$ cat src/rtl/tpdc_pkg.sv
// package for the touch press duration classifier
// types, constants and helper functions shared by all rtl files; no dependencies
package tpdc_pkg;

    localparam int SENSOR_COUNT    = 8;
    localparam int ELECTRODE_COUNT = 12;

    localparam int IDX_W      = 3;
    localparam int MASK_W     = 12;
    localparam int TIMER_W    = 16;
    localparam int THR_W      = 4;
    localparam int CFG_IDX_W  = 2;
    localparam int CFG_DATA_W = 16;
    localparam int POP_W      = 5;

    localparam int COUNTED_BITS = (ELECTRODE_COUNT < MASK_W) ? ELECTRODE_COUNT : MASK_W;

    localparam int QUEUE_DEPTH = 4;
    localparam int QPTR_W      = $clog2(QUEUE_DEPTH);
    localparam int QCNT_W      = $clog2(QUEUE_DEPTH + 1);

    localparam logic [THR_W-1:0]   MIN_ACTIVE_RESET = THR_W'(3);
    localparam logic [TIMER_W-1:0] SHORT_RESET      = TIMER_W'(50);
    localparam logic [TIMER_W-1:0] LONG_RESET       = TIMER_W'(1000);

    localparam logic OP_TICK   = 1'b0;
    localparam logic OP_SAMPLE = 1'b1;

    typedef enum logic [CFG_IDX_W-1:0] {
        CFG_MIN_ACTIVE = 2'd0,
        CFG_SHORT_MS   = 2'd1,
        CFG_LONG_MS    = 2'd2
    } t_cfg_reg;

    typedef struct packed {
        logic              operation;
        logic [IDX_W-1:0]  sensor_index;
        logic [MASK_W-1:0] touched_mask;
    } t_in_item;

    typedef struct packed {
        logic [IDX_W-1:0] button_index;
        logic             long_press;
    } t_out_item;

    typedef struct packed {
        logic             is_tick;
        logic [IDX_W-1:0] sensor;
        logic             pressed;
    } t_cmd;

    typedef struct packed {
        logic full;
        logic empty;
    } t_q_status;

    function automatic logic [POP_W-1:0] count_touched(input logic [MASK_W-1:0] mask);
        logic [POP_W-1:0] n;
        n = '0;
        for (int k = 0; k < COUNTED_BITS; k++) begin
            n = n + POP_W'(mask[k]);
        end
        return n;
    endfunction

endpackage

$ cat src/rtl/tpdc_front.sv
// front end: accepts items, counts touched electrodes and builds queue commands
// depends on tpdc_pkg
module tpdc_front (
    input  logic                   i_in_valid,
    output logic                   o_in_ready,
    input  tpdc_pkg::t_in_item     i_in_data,
    input  logic [tpdc_pkg::THR_W-1:0] i_min_active,
    input  tpdc_pkg::t_q_status    i_q_stat,
    output logic                   o_push,
    output tpdc_pkg::t_cmd         o_cmd
);
    import tpdc_pkg::*;

    logic             w_accept;
    logic             w_in_range;
    logic [POP_W-1:0] w_count;

    assign o_in_ready = !i_q_stat.full;
    assign w_accept   = i_in_valid && o_in_ready;
    assign w_in_range = (POP_W'(i_in_data.sensor_index) < POP_W'(SENSOR_COUNT));
    assign w_count    = count_touched(i_in_data.touched_mask);

    always_comb begin
        o_cmd.is_tick = (i_in_data.operation == OP_TICK);
        o_cmd.sensor  = i_in_data.sensor_index;
        o_cmd.pressed = (w_count >= POP_W'(i_min_active));
        o_push        = w_accept && ((i_in_data.operation == OP_TICK) || w_in_range);
    end

endmodule

$ cat src/rtl/tpdc_queue.sv
// short command queue between the front end and the back end
// depends on tpdc_pkg
module tpdc_queue (
    input  logic                 i_clk,
    input  logic                 i_rst_n,
    input  logic                 i_push,
    input  tpdc_pkg::t_cmd       i_cmd,
    input  logic                 i_pop,
    output tpdc_pkg::t_cmd       o_cmd,
    output tpdc_pkg::t_q_status  o_stat
);
    import tpdc_pkg::*;

    t_cmd              r_slot [QUEUE_DEPTH];
    logic [QPTR_W-1:0] r_wr_ptr;
    logic [QPTR_W-1:0] r_rd_ptr;
    logic [QCNT_W-1:0] r_count;
    logic [QCNT_W-1:0] n_count;

    assign o_cmd        = r_slot[r_rd_ptr];
    assign o_stat.full  = (r_count == QCNT_W'(QUEUE_DEPTH));
    assign o_stat.empty = (r_count == '0);

    always_comb begin
        n_count = r_count;
        if (i_push && !i_pop) begin
            n_count = r_count + 1'b1;
        end else if (i_pop && !i_push) begin
            n_count = r_count - 1'b1;
        end
    end

    always_ff @(posedge i_clk) begin
        if (!i_rst_n) begin
            r_wr_ptr <= '0;
            r_rd_ptr <= '0;
            r_count  <= '0;
        end else begin
            if (i_push) begin
                r_wr_ptr <= r_wr_ptr + 1'b1;
            end
            if (i_pop) begin
                r_rd_ptr <= r_rd_ptr + 1'b1;
            end
            r_count <= n_count;
        end
    end

    always_ff @(posedge i_clk) begin
        if (i_push) begin
            r_slot[r_wr_ptr] <= i_cmd;
        end
    end

endmodule

$ cat src/rtl/tpdc_back.sv
// back end: per-sensor timers and pressed flags, release qualification, output register
// depends on tpdc_pkg
module tpdc_back (
    input  logic                         i_clk,
    input  logic                         i_rst_n,
    input  tpdc_pkg::t_q_status          i_q_stat,
    input  tpdc_pkg::t_cmd               i_cmd,
    output logic                         o_pop,
    input  logic [tpdc_pkg::TIMER_W-1:0] i_short_ms,
    input  logic [tpdc_pkg::TIMER_W-1:0] i_long_ms,
    output logic                         o_out_valid,
    input  logic                         i_out_ready,
    output tpdc_pkg::t_out_item          o_out_data
);
    import tpdc_pkg::*;

    logic [TIMER_W-1:0] r_timer [SENSOR_COUNT];
    logic [TIMER_W-1:0] n_timer [SENSOR_COUNT];
    logic [SENSOR_COUNT-1:0] r_flag;
    logic [SENSOR_COUNT-1:0] n_flag;
    logic               r_out_valid;
    logic               n_out_valid;
    t_out_item          r_out;
    t_out_item          n_out;
    logic [TIMER_W-1:0] w_sel_timer;

    assign o_pop       = !i_q_stat.empty && (!r_out_valid || i_out_ready);
    assign w_sel_timer = r_timer[i_cmd.sensor];
    assign o_out_valid = r_out_valid;
    assign o_out_data  = r_out;

    always_comb begin
        n_timer     = r_timer;
        n_flag      = r_flag;
        n_out_valid = r_out_valid && !i_out_ready;
        n_out       = r_out;
        if (o_pop) begin
            if (i_cmd.is_tick) begin
                for (int k = 0; k < SENSOR_COUNT; k++) begin
                    if (r_timer[k] != '1) begin
                        n_timer[k] = r_timer[k] + 1'b1;
                    end
                end
            end else if (i_cmd.pressed != r_flag[i_cmd.sensor]) begin
                n_timer[i_cmd.sensor] = '0;
                n_flag[i_cmd.sensor]  = i_cmd.pressed;
                if (!i_cmd.pressed && (w_sel_timer >= i_short_ms)) begin
                    n_out_valid        = 1'b1;
                    n_out.button_index = i_cmd.sensor;
                    n_out.long_press   = (w_sel_timer >= i_long_ms);
                end
            end
        end
    end

    always_ff @(posedge i_clk) begin
        if (!i_rst_n) begin
            for (int k = 0; k < SENSOR_COUNT; k++) begin
                r_timer[k] <= '0;
            end
            r_flag      <= '0;
            r_out_valid <= 1'b0;
        end else begin
            r_timer     <= n_timer;
            r_flag      <= n_flag;
            r_out_valid <= n_out_valid;
        end
    end

    always_ff @(posedge i_clk) begin
        r_out <= n_out;
    end

endmodule

$ cat src/rtl/touch_press_duration_classifier.sv
// Touch press qualifier for eight sensors. Each input transfer is either a millisecond tick,
// which advances every sensor timer (saturating at 65535), or a touch sample whose touched
// electrodes are counted against min_active_electrodes; a release after a press of at least
// short_press_ms ticks yields one result with the button index and a long-press flag.
// One item is accepted per clock cycle while the command queue is not full. With nothing stalled,
// an accepted sample's command is written into the four-entry command queue and is then
// classified into the output register, from which its result is presented on the output.
// The queue lets input transfers continue for up to four items while the output is stalled.
// Configuration writes are taken at once (ready is always high).
// top level; depends on tpdc_pkg, tpdc_front, tpdc_queue, tpdc_back
module touch_press_duration_classifier (
    input  logic                              i_clk,
    input  logic                              i_rst_n,
    input  logic                              i_in_valid,
    output logic                              o_in_ready,
    input  tpdc_pkg::t_in_item                i_in_data,
    output logic                              o_out_valid,
    input  logic                              i_out_ready,
    output tpdc_pkg::t_out_item               o_out_data,
    input  logic                              i_cfg_valid,
    output logic                              o_cfg_ready,
    input  logic [tpdc_pkg::CFG_IDX_W-1:0]    i_cfg_index,
    input  logic [tpdc_pkg::CFG_DATA_W-1:0]   i_cfg_data
);
    import tpdc_pkg::*;

    logic [THR_W-1:0]   r_min_active;
    logic [TIMER_W-1:0] r_short_ms;
    logic [TIMER_W-1:0] r_long_ms;

    logic      w_push;
    logic      w_pop;
    t_cmd      w_front_cmd;
    t_cmd      w_q_cmd;
    t_q_status w_q_stat;

    assign o_cfg_ready = 1'b1;

    always_ff @(posedge i_clk) begin
        if (!i_rst_n) begin
            r_min_active <= MIN_ACTIVE_RESET;
            r_short_ms   <= SHORT_RESET;
            r_long_ms    <= LONG_RESET;
        end else if (i_cfg_valid && o_cfg_ready) begin
            unique case (t_cfg_reg'(i_cfg_index))
                CFG_MIN_ACTIVE: r_min_active <= i_cfg_data[THR_W-1:0];
                CFG_SHORT_MS:   r_short_ms   <= i_cfg_data[TIMER_W-1:0];
                CFG_LONG_MS:    r_long_ms    <= i_cfg_data[TIMER_W-1:0];
                default: begin
                end
            endcase
        end
    end

    tpdc_front u_front (
        .i_in_valid   (i_in_valid),
        .o_in_ready   (o_in_ready),
        .i_in_data    (i_in_data),
        .i_min_active (r_min_active),
        .i_q_stat     (w_q_stat),
        .o_push       (w_push),
        .o_cmd        (w_front_cmd)
    );

    tpdc_queue u_queue (
        .i_clk   (i_clk),
        .i_rst_n (i_rst_n),
        .i_push  (w_push),
        .i_cmd   (w_front_cmd),
        .i_pop   (w_pop),
        .o_cmd   (w_q_cmd),
        .o_stat  (w_q_stat)
    );

    tpdc_back u_back (
        .i_clk       (i_clk),
        .i_rst_n     (i_rst_n),
        .i_q_stat    (w_q_stat),
        .i_cmd       (w_q_cmd),
        .o_pop       (w_pop),
        .i_short_ms  (r_short_ms),
        .i_long_ms   (r_long_ms),
        .o_out_valid (o_out_valid),
        .i_out_ready (i_out_ready),
        .o_out_data  (o_out_data)
    );

`ifndef SYNTHESIS
    a_no_pop_when_stalled: assert property (@(posedge i_clk) disable iff (!i_rst_n)
        (o_out_valid && !i_out_ready) |-> !w_pop)
        else $error("command popped while output stalled");

    a_result_from_pop: assert property (@(posedge i_clk) disable iff (!i_rst_n)
        $rose(o_out_valid) |-> $past(w_pop))
        else $error("result without a popped command");

    a_no_pop_when_empty: assert property (@(posedge i_clk) disable iff (!i_rst_n)
        w_q_stat.empty |-> !w_pop)
        else $error("pop from empty queue");
`endif

endmodule
$ cat config.mk
export PLATFORM = sky130hd
export DESIGN_NAME = touch_press_duration_classifier
export DESIGN_NICKNAME = d
export VERILOG_FILES = /design/src/rtl/tpdc_pkg.sv /design/src/rtl/tpdc_front.sv /design/src/rtl/tpdc_queue.sv /design/src/rtl/tpdc_back.sv /design/src/rtl/touch_press_duration_classifier.sv
export SDC_FILE = /design/constraint.sdc
export NUM_CORES = 1
export LEC_CHECK = 0
export BUFFER_PORTS_ARGS = -buffer_cell sky130_fd_sc_hd__buf_2
export CORE_UTILIZATION = 40
export CTS_CLUSTER_DIAMETER = 60
export DETAILED_ROUTE_END_ITERATION = 10
export HOLD_SLACK_MARGIN = 0.03
export SYNTH_ARGS = -nofsm -noshare
export SYNTH_HDL_FRONTEND = slang
export SYNTH_SLANG_ARGS = --single-unit
$ cat constraint.sdc
create_clock -name i_clk -period 5.1 [get_ports i_clk]
set_input_delay 0.51 -clock i_clk [delete_from_list [all_inputs] [get_ports i_clk]]
set_output_delay 0.51 -clock i_clk [all_outputs]
set_load 0.1 [all_outputs]
==> results.sh <==
export IMPL_fin_crit_sh_pct=87.2
export IMPL_timing_slew_headroom_pct=26.8
export IMPL_cts_buffers=26
export IMPL_grt_max_degree=78
export IMPL_wl_per_cell_um=19.6
export IMPL_p_sw_mw=2.89
export IMPL_reg2reg_slack_ns=0.65
export IMPL_area_growth_pct=11.3
export IMPL_netlist_area_um2=11800
export IMPL_core_um2=28900
export IMPL_nets=1543
export IMPL_grt_use_total_pct=23.6
export IMPL_dr_pass1_iters=5
export IMPL_io_buffer_count=44
export IMPL_tritoncts="done"
export IMPL_syn_avg_cell_area_um2=8.25
export IMPL_fin_total_pwr_mw=6.73
export IMPL_cts_num_sinks=206
export IMPL_setup_tns_ns=0
export IMPL_max_freq_ghz=0.225
export IMPL_drt_wl_total_um=36100
export IMPL_cp_data_arrival_time_ns=4.87
export IMPL_p_leak_nw=4.82
export IMPL_period_needed_ns=4.45
export IMPL_hp_class="input pin to flop"
export IMPL_ant_nets=0
export IMPL_clk_path_buf_depth=3
export IMPL_p_int_mw=3.84
export IMPL_grt_pass1_vias=10000
export IMPL_critPathRequiredTime_ns=5.53
export IMPL_cts_hold_buf=0
export IMPL_die_y_um=174
export IMPL_cts_repair_resized=0
export IMPL_post_cts_buffers=0
export IMPL_hpwl_um=26000
export IMPL_worst_slew_pin_slew_ns=1.09
export IMPL_overflow=0
export IMPL_initialDrtViolationCount=1080
export IMPL_powerDensity_nw_per_um2=512
export IMPL_p_seq_share_pct=28.4
export IMPL_async_reset_ff_share_pct=0
export IMPL_rr_endpoint="u_back.o_out_valid$_SDFF_PN0_"
export IMPL_rr_worst_depth=14
export IMPL_cts_root_buf="clkbuf_16"
export IMPL_place_inst=1799
export IMPL_htreeDepth=1
export IMPL_top_level_ports=46
export IMPL_core_rowCount=62
export IMPL_maxSlewViolCount=0
export IMPL_start_util_pct=41.0
export IMPL_outcome="completed"
export IMPL_ys_types=74
export IMPL_clock_power_share_pct=28.1
export IMPL_syn_inst=1433
export IMPL_ir_worst_vdd_v=0.000361
export IMPL_synth_seq_cells=206
export IMPL_syn_nets=1533
export IMPL_grt_pass1_wl_um=56400
export IMPL_layout_drive_gt1_share_pct=10.3
export IMPL_cp_end_kind="flop"
export IMPL_yosys_warnings=0
export IMPL_fin_ws_ns=0.651
export IMPL_crit_path_start_kind="flop"
export IMPL_vias=10900
export IMPL_ys_seq_area_share_pct=36.9
export IMPL_critPathCapture="u_back.o_out_valid$_SDFF_PN0_"
export IMPL_setup_viol=0
export IMPL_viasPerCell=5.93
export IMPL_combPwrFrac_pct=43.5
export IMPL_max_cap_viol_count=0
export IMPL_die_x_um=174
export IMPL_switching_share_pct=43.0
export IMPL_rsz0062_at_grt="no"
export IMPL_drc_errors=0
export IMPL_synth_flop_cell="dfxtp_1"
export IMPL_die_area_um2=30200
export IMPL_finalNonFillerCells=1847
export IMPL_final_hold_violation_count=0
export IMPL_worstSetupPathType="flop to flop"
export IMPL_gp_congestion=0.928
export IMPL_clkTransAtPathRegs_ns=0.06
export IMPL_grt_antenna_before_repair=0
export IMPL_preCtsSetupSlack_ns=0.714
export IMPL_cp_max_fo=24
export IMPL_insertion_delay_ns=0.53
export IMPL_synth_edf_count=24
export IMPL_skew_ns=0.0118
## power groups by stage
stage               Combinational, mW  Clock (mW)  Sequential [mW]
floorplan                        2.22           0             1.91
global placement                 2.84           0             1.94
detailed placement               2.88           0             1.94
CTS                              2.89        1.93             1.91
global route                     3.22        1.99             1.92
finish                           2.93        1.89             1.91
## critical path, stage by stage (launching register included)
cell       delay, ns
dfxtp_1         0.54
mux4_2          0.83
nor2b_1         0.42
nand2_1         0.40
o22ai_1         0.36
nor3_1          0.12
ha_1            0.31
a21o_1          0.18
a21o_1          0.16
a21oi_1         0.16
nor2_1          0.06
a211oi_1        0.30
a2111oi_1       0.13
buf_4           0.18
o21a_1          0.16
## how the worst min path moves through the flow
| stage | start | end | slack, ns | depth (start not counted) |
|---|---|---|---|---|
| 2_1_floorplan | r_long_ms[10]$_SDFFE_PN0P_ | r_long_ms[10]$_SDFFE_PN0P_ | 0.44 | 2 |
| 3_3_place_gp | r_long_ms[10]$_SDFFE_PN0P_ | r_long_ms[10]$_SDFFE_PN0P_ | 0.44 | 2 |
| 3_5_place_dp | r_short_ms[15]$_SDFFE_PN0P_ | r_short_ms[15]$_SDFFE_PN0P_ | 0.45 | 2 |
| 4_1_cts | i_in_data[13] | u_queue.r_slot[2][2]$_DFFE_PP_ | 0.19 | 1 |
| 5_1_grt | i_in_data[13] | u_queue.r_slot[2][2]$_DFFE_PP_ | 0.19 | 1 |
| 6_report | i_in_data[13] | u_queue.r_slot[2][2]$_DFFE_PP_ | 0.20 | 1 |
## logic make-up after synthesis
family | synth area share [%]
simple gates | 23.4
compound gates | 21.3
flops | 36.9
buf+inv | 5.21
fa+ha+maj | 6.97
mux | 5.68
xor+xnor | 0.519
other cells | 0.0317
## cell usage after synthesis (9+ instances only)
master | instances | area [µm²]
edfxtp_1 | 24 | 721
o22ai_1 | 23 | 144
nand4_1 | 23 | 144
and3_1 | 27 | 169
or3_1 | 24 | 150
nor4_1 | 9 | 56.3
a211oi_1 | 9 | 67.6
a21o_1 | 16 | 120
o21ai_0 | 52 | 260
nor3_1 | 44 | 220
dfxtp_1 | 182 | 3640
a31oi_1 | 22 | 138
o21ai_1 | 41 | 205
nor2_1 | 141 | 529
a21oi_1 | 143 | 716
buf_1 | 13 | 48.8
nand2_1 | 159 | 597
clkbuf_1 | 43 | 161
ha_1 | 53 | 663
mux4_2 | 15 | 338
o21a_1 | 9 | 67.6
nor2b_1 | 11 | 68.8
and4_1 | 10 | 87.6
and2_1 | 13 | 81.3
mux2i_1 | 24 | 240
nand3_1 | 50 | 250
o211ai_1 | 30 | 225
inv_1 | 63 | 236
nand2b_1 | 12 | 75.1
## per-stage QoR
step | hold WS [ns] | util [%] | cell area (µm²)
floorplan | 0.436 | - | 11800
global placement | 0.444 | 42.5 | 12300
detailed placement | 0.446 | 42.5 | 12300
CTS | 0.187 | 45.6 | 13200
global route | 0.191 | 45.6 | 13200
finish | 0.203 | 45.6 | 13200
## area by class of cell
class | instances | area [µm²]
inverters | 65 | 246
flip-flops and latches | 206 | 4360
repair buffers | 58 | 325
multi-input cells | 1086 | 6840
clock buffers | 32 | 724
well taps | 384 | 480
clock inverters | 15 | 170
fillers | 2846 | 15700
diodes | 1 | 2.50
## cells in the final DEF (no fill, tap or decap), types with 6 or more instances in the layout
| cell type | n |
|---|---|
| and4_1 | 10 |
| o22ai_1 | 23 |
| a21o_1 | 16 |
| o21a_1 | 9 |
| o31ai_1 | 6 |
| clkbuf_16 | 27 |
| or2_2 | 7 |
| edfxtp_1 | 24 |
| and3_1 | 27 |
| or3_1 | 24 |
| nor3_1 | 44 |
| mux4_2 | 15 |
| a211oi_1 | 9 |
| nand3b_1 | 7 |
| buf_4 | 14 |
| nand3_1 | 50 |
| inv_1 | 63 |
| a31oi_1 | 22 |
| nand2b_1 | 12 |
| o21ai_1 | 42 |
| nor2b_1 | 11 |
| nand2_1 | 159 |
| and2_1 | 13 |
| mux2_2 | 7 |
| nor4_1 | 9 |
| nor2_1 | 141 |
| o211a_1 | 8 |
| dfxtp_1 | 182 |
| o211ai_1 | 30 |
| or4_1 | 8 |
| fa_1 | 8 |
| nand4_1 | 23 |
| ha_1 | 53 |
| o221a_1 | 7 |
| buf_2 | 44 |
| o21ai_0 | 51 |
| mux2i_1 | 24 |
| a21oi_1 | 143 |
## flip-flops by register name, summed over array words and instances, names as in the netlist, named ones only
name                flops
u_queue.r_wr_ptr        2
r_short_ms             16
u_queue.r_count         3
r_long_ms              16
r_min_active            4
u_back.o_out_data       4
u_back.r_flag           8
u_back.r_timer        128
u_queue.r_slot         20
u_back.o_out_valid      1
u_queue.r_rd_ptr        2
## layer usage
metal | track usage [%] | share of wire [%] | up-vias
met5 | 0 | 0 | -
met4 | 8.04 | 3.1 | 0
met3 | 5.45 | 7.5 | 66
met2 | 36.7 | 45 | 360
met1 | 32.1 | 45 | 5264
li1 | - | - | 5255
Power figures use the tool's default switching activity.
